[config.mk]
export PLATFORM = sky130hd
export DESIGN_NAME = gabp_cell
export DESIGN_NICKNAME = d
export VERILOG_FILES = /design/src/rtl/core/gabp_pkg.sv /design/src/rtl/core/gabp_cell.sv
export SDC_FILE = /design/constraint.sdc
export NUM_CORES = 1
export LEC_CHECK = 0
export BUFFER_PORTS_ARGS = -buffer_cell sky130_fd_sc_hd__buf_2
export CORE_MARGIN = 1.5
export CORE_UTILIZATION = 25
export CTS_CLUSTER_DIAMETER = 40
export DETAILED_ROUTE_END_ITERATION = 6
export MAX_ROUTING_LAYER = met4
export PLACE_DENSITY_LB_ADDON = 0.3
export SETUP_SLACK_MARGIN = 0.4
export SLEW_MARGIN = 20
export SYNTH_ARGS = -nofsm -noshare
export SYNTH_HDL_FRONTEND = slang
export SYNTH_SLANG_ARGS = --single-unit
[constraint.sdc]
create_clock -name clk_i -period 4.5 [get_ports clk_i]
set_clock_uncertainty 0.1 [all_clocks]
set_input_delay 0.675 -clock clk_i [delete_from_list [all_inputs] [get_ports clk_i]]
set_output_delay 0.675 -clock clk_i [all_outputs]
set_load 0.01 [all_outputs]
[src/rtl/core/gabp_pkg.sv]
// Shared types, register indexes and helpers for the glyph atlas box placer.
package gabp_pkg;

  localparam int unsigned EdgeW  = 13;
  localparam int unsigned GapW   = 8;
  localparam int unsigned CfgIdxW = 2;
  localparam logic [EdgeW-1:0] EdgeMax = 13'd8191;

  localparam logic [CfgIdxW-1:0] CfgAtlasWidth  = 2'd0;
  localparam logic [CfgIdxW-1:0] CfgAtlasHeight = 2'd1;
  localparam logic [CfgIdxW-1:0] CfgGap         = 2'd2;

  typedef struct packed {
    logic             start_new;
    logic [EdgeW-1:0] glyph_width;
    logic [EdgeW-1:0] glyph_height;
  } gabp_in_t;

  typedef struct packed {
    logic [EdgeW-1:0] box_left;
    logic [EdgeW-1:0] box_top;
    logic [EdgeW-1:0] box_right;
    logic [EdgeW-1:0] box_bottom;
    logic             overflow;
  } gabp_out_t;

  // Candidate box travelling down the cell row. Edges are exact, not saturated.
  typedef struct packed {
    logic [EdgeW-1:0] left;
    logic [EdgeW:0]   right;
    logic [EdgeW:0]   top;
  } gabp_tok_t;

  // One stored box, saturated edges.
  typedef struct packed {
    logic [EdgeW-1:0] left;
    logic [EdgeW-1:0] right;
    logic [EdgeW-1:0] bottom;
  } gabp_entry_t;

  typedef enum logic [1:0] {
    GABP_IDLE,
    GABP_RUN,
    GABP_FIN
  } gabp_state_e;

  function automatic logic [EdgeW-1:0] sat13(input logic [EdgeW+1:0] v);
    sat13 = (v > {2'b00, EdgeMax}) ? EdgeMax : v[EdgeW-1:0];
  endfunction

endpackage

[src/rtl/core/gabp_cell.sv]
// One cell of the box row: holds a stored box and checks the passing candidate against it.
module gabp_cell #(
  parameter int unsigned CntW = 8
) (
  input  logic                 clk_i,
  input  logic                 rst_ni,
  input  logic [7:0]           gap_i,
  input  logic                 tok_valid_i,
  input  gabp_pkg::gabp_tok_t  tok_i,
  input  logic [CntW-1:0]      rem_i,
  output logic                 tok_valid_o,
  output gabp_pkg::gabp_tok_t  tok_o,
  output logic [CntW-1:0]      rem_o,
  input  logic                 wr_en_i,
  input  gabp_pkg::gabp_entry_t wr_entry_i
);

  gabp_pkg::gabp_entry_t entry_q;
  gabp_pkg::gabp_tok_t   tok_q, tok_d;
  logic                  vld_q;
  logic [CntW-1:0]       rem_q, rem_d;

  logic        active, hit;
  logic [14:0] left_x, right_x, left_g, right_g, cl_x, cr_g;
  logic [13:0] cb_g;

  // The remaining count tells whether this cell holds one of the stored boxes.
  assign active  = tok_valid_i && (rem_i != '0);

  assign left_x  = {2'b00, tok_i.left};
  assign right_x = {1'b0, tok_i.right};
  assign left_g  = left_x + {7'd0, gap_i};
  assign right_g = right_x + {7'd0, gap_i};
  assign cl_x    = {2'b00, entry_q.left};
  assign cr_g    = {2'b00, entry_q.right} + {7'd0, gap_i};
  assign cb_g    = {1'b0, entry_q.bottom} + {6'd0, gap_i};

  // Subtractions of the gap are moved to the other side so nothing goes negative.
  assign hit = ((left_x < cr_g) && (left_g >= cl_x)) ||
               ((right_x <= cr_g) && (right_g > cl_x)) ||
               ((left_g <= cl_x) && (right_x >= cr_g));

  always_comb begin
    tok_d = tok_i;
    rem_d = rem_i;
    if (active) begin
      rem_d = rem_i - CntW'(1);
      if (hit && (tok_i.top < cb_g)) begin
        tok_d.top = cb_g;
      end
    end
  end

  always_ff @(posedge clk_i or negedge rst_ni) begin
    if (!rst_ni) begin
      vld_q <= 1'b0;
    end else begin
      vld_q <= tok_valid_i;
    end
  end

  always_ff @(posedge clk_i) begin
    tok_q <= tok_d;
    rem_q <= rem_d;
    if (wr_en_i) begin
      entry_q <= wr_entry_i;
    end
  end

  assign tok_valid_o = vld_q;
  assign tok_o       = tok_q;
  assign rem_o       = rem_q;

endmodule
==> results.sh, run 1 <==
export IMPL_status="finished, final reports clean"
export IMPL_track_usage_pct=13.9
export IMPL_instances_no_fill=1075
export IMPL_grt_pass1_vias=4949
export IMPL_detailed_place_hpwl_um=13000
export IMPL_fin_nets=978
export IMPL_placed_area_sq_um=7200
export IMPL_cts_buffer_depth=2
export IMPL_synth_area_leaders="ha_1 21%, edfxtp_1 20%, dfxtp_1 17%"
export IMPL_hold_viol_final=0
export IMPL_yosysTopAreaCellShare_pct=21.1
export IMPL_drv_slew=0
export IMPL_cap_violations=0
export IMPL_drtIter0Drc=134
export IMPL_die_area_sq_um=24000
export IMPL_rsz0062_at_grt="yes"
export IMPL_numClockSinks=89
export IMPL_worst_pin_slew_ns=0.981
export IMPL_finalPower_mw=2.58
export IMPL_vias=4857
export IMPL_synth_edf_count=39
export IMPL_grt_ovfl_total=0
export IMPL_synthCells=565
export IMPL_dr_pass1_iters=4
export IMPL_layout_drive_gt1_share_pct=34.3
export IMPL_drc=0
export IMPL_port_buffers=149
export IMPL_crit_path_max_fanout=6
export IMPL_register_area_sq_um=2180
export IMPL_ys_seq_area_share_pct=37.8
export IMPL_routed_wl_um=15800
export IMPL_min_period_ns=4.11
export IMPL_total_leakage_power_nw=3.65
export IMPL_cts_made_buffers=9
export IMPL_synth_cell_types=59
export IMPL_yosys_area_top_type="ha_1"
export IMPL_htreeDepth=3
export IMPL_crit_type="input pin to flop"
export IMPL_power_density_nw_per_um2=329
export IMPL_crit_path_start_kind="input pin"
export IMPL_post_route_cell_area_sq_um=7840
export IMPL_start_util_pct=25.4
export IMPL_wl_per_cell_um=14.7
export IMPL_max_freq_mhz=243
export IMPL_antenna_found_initial=7
export IMPL_fp_dieW_um=155
export IMPL_cts_tree="yes"
export IMPL_timing_final_ws_setup_ns=0.393
export IMPL_holdWs_ns=0.331
export IMPL_clk_insertion_delay_late_ns=0.35
export IMPL_dieHeight_um=155
export IMPL_pre_cts_ws_ns=-0.256
export IMPL_grt_pass1_wl_um=24700
export IMPL_cts_root_buffer="clkbuf_16"
export IMPL_fillers=2327
export IMPL_setup_viol=0
export IMPL_io_pins=150
export IMPL_syn_area_sq_um=5760
export IMPL_gp_congestion=0.848
export IMPL_syn_to_final_growth_pct=36.1
export IMPL_async_reset_ff_share_pct=1.12
export IMPL_cp_end_kind="flop"
export IMPL_rows=55
export IMPL_avgSynthCellArea_sq_um=10.2
export IMPL_synth_fp_nets=766
export IMPL_arrival_ns=4.24
export IMPL_clkTransAtPathRegs_ns=0.07
export IMPL_multi_input_area_sq_um=3570
export IMPL_hp_class="input pin to flop"
export IMPL_vdd_ir_drop_max_uv=210
export IMPL_fin_tns_setup_ns=0
export IMPL_place_inst=1038
export IMPL_cp_required_ns=4.64
export IMPL_synth_seq_cells=89
export IMPL_grt_max_degree=40
export IMPL_final_util_pct=34.6
export IMPL_fin_crit_sh_pct=91.3
export IMPL_core_area_sq_um=22600
export IMPL_relSlewSlack_pct=34.6
export IMPL_yosys_warnings=0
export IMPL_vias_per_cell=4.52
export IMPL_drtAntennaViolNets=0
export IMPL_synthFlopType="dfxtp_1"
## registers in the layout (all words and copies together) (netlist names)
signal	flops
tok_o	41
entry_q	26
cl_x	13
rem_o	8
tok_valid_o	1
## cells in the mapped netlist (all sizes together) (16+ instances only)
library cell	n
dfxtp	49
o21ai	24
edfxtp	39
xor2	18
nor2	35
xnor2	28
inv	49
a21oi	36
ha	97
a21o	16
nand3	18
nand2	31
## repair_timing
action / CTS / global route
buffers inserted: 7 / 5
setup endpoints to repair: 14 / 14
pin swaps: 26 / 28
hold buffers: 1 / 0
resized for setup: 39 / 13
endpoints found under the hold margin: 1 / 0
## critical path, cell delays in order
cell and delay (ns):
buf_2 0.14, buf_4 0.15, ha_1 0.36, o21ai_2 0.10
a21oi_2 0.08, o21ai_2 0.15, a21boi_2 0.09, o21ai_2 0.23
nand2_1 0.10, xor2_1 0.15, ha_1 0.29, nand2_2 0.09
nor2_1 0.05, a211oi_2 0.16, o211ai_1 0.14, or3b_1 0.41
a32oi_2 0.32, a21oi_4 0.10, buf_12 0.15, mux2_4 0.29
## worst paths after layout
path | startpoint | depth (start not counted) | slack, ns | to
min | tok_i[28] | 1 | 0.33 | tok_o[28]
max in group asynchronous | rst_ni | 2 | 3.69 | tok_valid_o
min reg2reg | entry_q[11] | 2 | 0.54 | tok_o[11]
max | gap_i[3] | 20 | 0.39 | tok_o[0]
min in group asynchronous | rst_ni | 2 | 0.52 | tok_valid_o
max reg2reg | entry_q[13] | 17 | 0.52 | tok_o[0]
## power by group
group	internal, mW	total, mW	switching (mW)
combinational	0.412	0.859	0.447
clock	0.459	0.787	0.328
sequential	0.911	0.935	0.0237
total	1.78	2.58	0.798
## kinds of logic after synthesis
family / count (synthesis) / synth area share, %
AOI/OAI and AO/OA: 125 / 14.6
xor gates and xnor gates: 46 / 6.99
adders and majority gates: 103 / 22.8
buffers and inverters: 52 / 3.52
DFF: 89 / 37.8
muxes: 15 / 2.65
and+or+nand+nor: 135 / 11.6
## placed cells by master (no fill, tap or decap), types with 27 or more instances in the layout
| cell | instances |
|---|---|
| a21oi_1 | 27 |
| edfxtp_1 | 39 |
| dfxtp_1 | 49 |
| nand2_1 | 30 |
| buf_2 | 146 |
| buf_4 | 53 |
| nor2_1 | 33 |
| xnor2_1 | 28 |
| ha_1 | 95 |
| inv_1 | 47 |
## layout make-up
type,instances,share of cell area (%)
diodes,8,0.255
clock buffers,12,3.69
clock inverters,4,0.367
inverters,49,2.35
multi-input cells,424,45.6
flip-flops and latches,89,27.8
well taps,285,4.55
repair buffers,204,15.5
## metal layers
| layer | wire (um) | global-route usage, % |
|---|---|---|
| met1 | 7250 | 17.1 |
| met2 | 7170 | 22.8 |
| met3 | 1270 | 4.09 |
| met4 | 142 | 2.75 |
| met5 | 0 | - |
No activity file was read; power rests on OpenSTA's default activity.
==> run 2, diff against run 1 <==
==> constraint.sdc (replaced) <==
create_clock -name clk_i -period 4.5 [get_ports clk_i]
set_clock_uncertainty 0.1 [all_clocks]
set_input_delay 0.9 -clock clk_i [delete_from_list [all_inputs] [get_ports clk_i]]
set_output_delay 0.9 -clock clk_i [all_outputs]
set_load 0.01 [all_outputs]
==> run 2 against run 1 <==
Compared with the run above:
- fmax decreased by 5.5%
- critical path type unchanged
- utilization increased by 1.3 points
- register-to-register slack improved by 0.04 ns
- wire length increased by 5.0%
- cell area increased by 3.8%
- total power increased by 2.3%
- count of clock-buffer cells in the layout decreased by 1
- critical path depth increased by 2
- non-clock buffer count increased by 33
==> results.sh, run 2 (synthesis results as in run 1) <==
export IMPL_dr_pass1_iters=5
export IMPL_total_leakage_power_nw=3.81
export IMPL_htreeDepth=3
export IMPL_detailed_place_hpwl_um=13800
export IMPL_wl_met2_um=7560
export IMPL_worst_pin_slew_ns=0.533
export IMPL_dr_wl_met3_um=1160
export IMPL_fin_nets=1011
export IMPL_r2r_cells=16
export IMPL_die_area_sq_um=24000
export IMPL_port_buffers=149
export IMPL_gp_congestion=0.845
export IMPL_io_pins=150
export IMPL_pre_cts_ws_ns=-0.488
export IMPL_fp_dieW_um=155
export IMPL_share_comb_of_total_power_pct=34.9
export IMPL_wl_per_cell_um=15.0
export IMPL_numClockSinks=89
export IMPL_grt_pass1_vias=5052
export IMPL_drt_met1_wl_um=7590
export IMPL_min_period_ns=4.35
export IMPL_layout_drive_gt1_share_pct=37.8
export IMPL_clkTransAtPathRegs_ns=0.07
export IMPL_relSlewSlack_pct=64.1
export IMPL_holdWs_ns=0.205
export IMPL_arrival_ns=4.49
export IMPL_fin_tns_setup_ns=0
export IMPL_power_density_nw_per_um2=324
export IMPL_cts_tree="yes"
export IMPL_p_clk_share_pct=29.7
export IMPL_cts_buffer_depth=2
export IMPL_hp_class="input pin to asynchronous set/reset pin"
export IMPL_cts_root_buffer="clkbuf_16"
export IMPL_vias_per_cell=4.49
export IMPL_cts_made_buffers=9
export IMPL_max_freq_mhz=230
export IMPL_grt_ovfl_total=0
export IMPL_crit_path_start_kind="input pin"
export IMPL_cellInternalPower_mw=1.81
export IMPL_grt_max_degree=28
export IMPL_core_area_sq_um=22600
export IMPL_dieHeight_um=155
export IMPL_finalPower_mw=2.64
export IMPL_top_layer="met4"
export IMPL_setup_viol=0
export IMPL_clk_insertion_delay_late_ns=0.35
export IMPL_drtAntennaViolNets=0
export IMPL_drv_slew=0
export IMPL_cp_required_ns=4.65
export IMPL_cap_violations=0
export IMPL_pwr_share_seq_pct=35.4
export IMPL_start_util_pct=25.4
export IMPL_layout_common_cells="147 x buf_2, 92 x ha_1, 83 x buf_4"
export IMPL_final_common_cell="buf_2"
export IMPL_p_switching_uw=831
export IMPL_syn_to_final_growth_pct=41.3
export IMPL_routed_wl_um=16600
export IMPL_status="finished, final reports clean"
export IMPL_timing_final_ws_setup_ns=0.152
export IMPL_vdd_ir_drop_max_uv=168
export IMPL_vias=4965
export IMPL_drtIter0Drc=149
export IMPL_grt_pass1_wl_um=25600
export IMPL_rows=55
export IMPL_hold_viol_final=0
export IMPL_antenna_found_initial=6
export IMPL_power_switching_share_pct=31.5
export IMPL_drc=0
export IMPL_largest_reg_flops=41
export IMPL_crit_path_max_fanout=5
export IMPL_fin_crit_sh_pct=96.6
export IMPL_crit_type="input pin to flop"
export IMPL_rsz0062_at_grt="yes"
export IMPL_track_usage_pct=14.6
export IMPL_cp_end_kind="flop"
export IMPL_cts_hold_buffers=0
-- run 2: cell count changes in the layout (fill, tap and decap cells not counted), sizes merged --
cell,change
buf,+34
clkbuf,-1
clkinv,+1
diode,-2
dlygate4sd3,-1
-- run 2: layout make-up --
class,instances,area [sq um]
antenna,6,15.0
clock buffer,11,275
clock inverter,5,32.5
fill,2289,14500
inverter,49,184
multi-input combinational,424,3640
sequential,89,2180
tap,285,357
timing repair buffer,237,1460
-- run 2: power groups by stage --
stage	Clock, mW	Sequential [mW]	Combinational [mW]
after floorplan	0	0.968	0.496
after global placement	0	0.953	0.837
after detailed placement	0	0.953	0.847
after CTS	0.813	0.937	0.896
after global routing	0.840	0.943	1.04
final	0.784	0.936	0.920
-- run 2: path summary, 6_finish.rpt --
check,start,to,slack (ns)
hold / removal,rst_ni,tok_valid_o,0.21
setup / recovery,tok_i[28],tok_o[0],0.15
max in group asynchronous,rst_ni,tok_valid_o,4.01
hold reg to reg,entry_q[0],tok_o[0],0.54
min in group clk_i,entry_q[0],tok_o[0],0.54
setup reg to reg,entry_q[13],tok_o[0],0.56
-- run 2: repair_timing --
action | 4_1_cts | 5_1_grt
gates resized for setup | 28 | 21
cloned | 0 | 0
buffers inserted | 15 | 5
endpoints found under the setup margin | 14 | 14
pin swaps | 31 | 27
-- run 2: metal layers --
metal	vias up	track usage, %
li1	2562	-
met2	140	23.7
met3	21	4.15
met1	2242	17.4
met4	0	4.76
met5	-	-
-- run 2: critical path, stage by stage --
cell and delay [ns]:
buf_8 0.08, ha_4 0.13, inv_2 0.03, fa_2 0.35, nor2b_1 0.12, o21ai_1 0.09, a21oi_2 0.19, o21ai_2 0.09
a21boi_2 0.18, o21ai_2 0.11, a21oi_2 0.14, xnor2_1 0.09, ha_1 0.33, nand3_2 0.10, nor3_2 0.05, o31ai_1 0.07
o211ai_1 0.19, or3b_1 0.42, a32oi_2 0.27, a21oi_4 0.09, buf_12 0.16, mux2_4 0.29
-- run 2: stage by stage --
step                instance area (sq um)  utilization [%]  cells
global placement                     7430             32.8   1064
detailed placement                   7430             32.8   1064
global route                         8140             35.9   1106
CTS                                  7980             35.2   1095
finish                               8140             35.9   1106
floorplan                            5840                -    565
==> run 3, diff against run 2 <==
==> constraint.sdc (replaced) <==
create_clock -name clk_i -period 4.2 [get_ports clk_i]
set_clock_uncertainty 0.1 [all_clocks]
set_input_delay 0.84 -clock clk_i [delete_from_list [all_inputs] [get_ports clk_i]]
set_output_delay 0.84 -clock clk_i [all_outputs]
set_load 0.01 [all_outputs]
==> run 3 against run 2 <==
Compared with the run above:
- highest routed layer unchanged
- critical path type unchanged
- total power grew 8.7%
- the flow now finishes with violations (setup timing)
- critical path depth is the same
- clock power grew 7.4%
- flip-flop and latch count is the same
- sequential share of layout area shrank 0.58 points
- combinational power grew 12%
- sequential power grew 7%
- worst hold slack lost 0.062 ns
- global-route usage is essentially flat
- cell area grew 2.2%
- count of clock-buffer cells in the layout is the same
- wire length shrank 0.48%
==> results.sh, run 3 (synthesis results as in run 1) <==
export IMPL_hp_class="input pin to asynchronous set/reset pin"
export IMPL_antenna_found_initial=6
export IMPL_path_cells="buf_8 -> ha_4 -> inv_2 -> fa_2 -> nor2b_2 -> o21ai_2 -> a21oi_2 -> o21ai_2 -> a21boi_2 -> o21ai_2 -> nand2_1 -> xor2_1 -> ha_1 -> nand2_2 -> nor2_2 -> a211oi_2 -> o211ai_1 -> or3b_1 -> a32oi_2 -> a21oi_4 -> buf_12 -> mux2_4"
export IMPL_cp_buffers_inverters=3
export IMPL_cp_required_ns=4.35
export IMPL_drtIter0Drc=141
export IMPL_cts_root_buffer="clkbuf_16"
export IMPL_pre_cts_ws_ns=-0.689
export IMPL_placed_area_sq_um=7690
export IMPL_cp_end_kind="flop"
export IMPL_crit_path_max_fanout=3
export IMPL_numClockSinks=89
export IMPL_crit_type="input pin to flop"
export IMPL_wl_per_cell_um=14.6
export IMPL_drv_slew=0
export IMPL_final_common_cell="buf_2"
export IMPL_start_util_pct=25.4
export IMPL_hold_viol_final=0
export IMPL_clk_insertion_delay_late_ns=0.35
export IMPL_instances_no_fill=1130
export IMPL_dieHeight_um=155
export IMPL_cap_violations=0
export IMPL_timing_final_ws_setup_ns=-0.110
export IMPL_cts_hold_buffers=0
export IMPL_relSlewSlack_pct=64.5
export IMPL_worst_pin_slew_ns=0.528
export IMPL_post_route_cell_area_sq_um=8320
export IMPL_grt_max_degree=21
export IMPL_syn_to_final_growth_pct=44.4
export IMPL_fin_nets=1034
export IMPL_drc=0
export IMPL_vias_per_cell=4.45
export IMPL_critical_path_slowest_cell="or3b_1"
export IMPL_fin_crit_sh_pct=103
export IMPL_vias=5025
export IMPL_detailed_place_hpwl_um=13800
export IMPL_power_density_nw_per_um2=345
export IMPL_htreeDepth=3
export IMPL_cts_made_buffers=9
export IMPL_die_area_sq_um=24000
export IMPL_rsz0062_at_grt="yes"
export IMPL_vdd_ir_drop_max_uv=168
export IMPL_io_pins=150
export IMPL_rows=55
export IMPL_dr_pass1_iters=4
export IMPL_critical_path_top_delay_family="compound AO/OA/AOI/OAI gates"
export IMPL_core_area_sq_um=22600
export IMPL_grt_pass1_wl_um=26100
export IMPL_port_buffers=149
export IMPL_gp_congestion=0.859
export IMPL_min_period_ns=4.31
export IMPL_status="finished with violations"
export IMPL_setup_viol=14
export IMPL_grt_ovfl_total=0
export IMPL_drtAntennaViolNets=0
export IMPL_routed_wl_um=16500
export IMPL_layout_drive_gt1_share_pct=39.3
export IMPL_critPathMaxStageDelay_ns=0.40
export IMPL_holdWs_ns=0.143
export IMPL_track_usage_pct=14.6
export IMPL_fp_dieW_um=155
export IMPL_arrival_ns=4.46
export IMPL_crit_top_cell="o21ai_2"
export IMPL_place_inst=1096
export IMPL_largest_reg_flops=41
export IMPL_violations="setup timing"
export IMPL_cts_buffer_depth=2
export IMPL_crit_path_start_kind="input pin"
export IMPL_total_leakage_power_nw=3.94
export IMPL_grt_pass1_vias=5149
export IMPL_layout_common_cells="146 x buf_2, 106 x buf_4, 93 x ha_1"
export IMPL_cts_tree="yes"
export IMPL_clkTransAtPathRegs_ns=0.07
export IMPL_max_freq_mhz=232
[run 3: stage by stage]
stage / setup TNS [ns] / total power [mW] / utilization, %
floorplan: 0 / 1.57 / -
global placement: -7.61 / 1.98 / 33.9
detailed placement: -9.46 / 1.98 / 33.9
CTS: -1.95 / 2.88 / 36.3
global route: -4.11 / 3.06 / 36.7
finish: -1.10 / 2.87 / 36.7
[run 3: layout make-up]
class                   instances  area, sq um
diodes                          7         17.5
clock buffers                  11          275
clock inverters                 5         38.8
fillers                      2296        14300
inverters                      49          184
multi-input cells             424         3610
flip-flops and latches         89         2180
well taps                     285          357
repair buffers                260         1660
[run 3: layer usage]
layer | vias to the layer above | global-route usage [%] | wire length, um
met3 | 17 | 4.48 | 1100
met2 | 125 | 23.5 | 7490
met5 | - | - | 0
met1 | 2276 | 17.9 | 7760
met4 | 0 | 3.62 | 187
li1 | 2607 | - | -
[run 3: worst reg2reg max path, delay by kind of cell (launching register included)]
family,cells,cell delay (ns)
AOI/OAI and AO/OA,8,1.59
xor gates and xnor gates,1,0.20
adders and majority gates,3,0.88
buffers and inverters,1,0.14
DFF,1,0.41
muxes,1,0.28
and+or+nand+nor,2,0.28
[run 3: worst paths after layout]
check                      depth (start not counted)     endpoint   startpoint  slack, ns
min reg2reg                                        2     tok_o[0]   entry_q[0]       0.53
max                                               22     tok_o[1]    tok_i[28]      -0.11
min in group clk_i                                 1  tok_valid_o  tok_valid_i       0.51
max in group asynchronous                          1  tok_valid_o       rst_ni       3.77
min                                                1  tok_valid_o       rst_ni       0.14
max reg2reg                                       16     tok_o[1]  entry_q[13]       0.22
[run 3: power by group]
group          total, mW  leakage, nW  switching [mW]  internal [mW]
sequential          1.00        0.807          0.0257          0.976
clock              0.842        0.158           0.363          0.479
combinational       1.03         2.97           0.505          0.521
total               2.87         3.94           0.893           1.98
[run 3: repair_timing]
action / 4_1_cts / 5_1_grt
pin swaps: 30 / 15
cloned: 1 / 0
resized for setup: 31 / 18
setup buffers: 9 / 1
endpoints found under the setup margin: 14 / 14
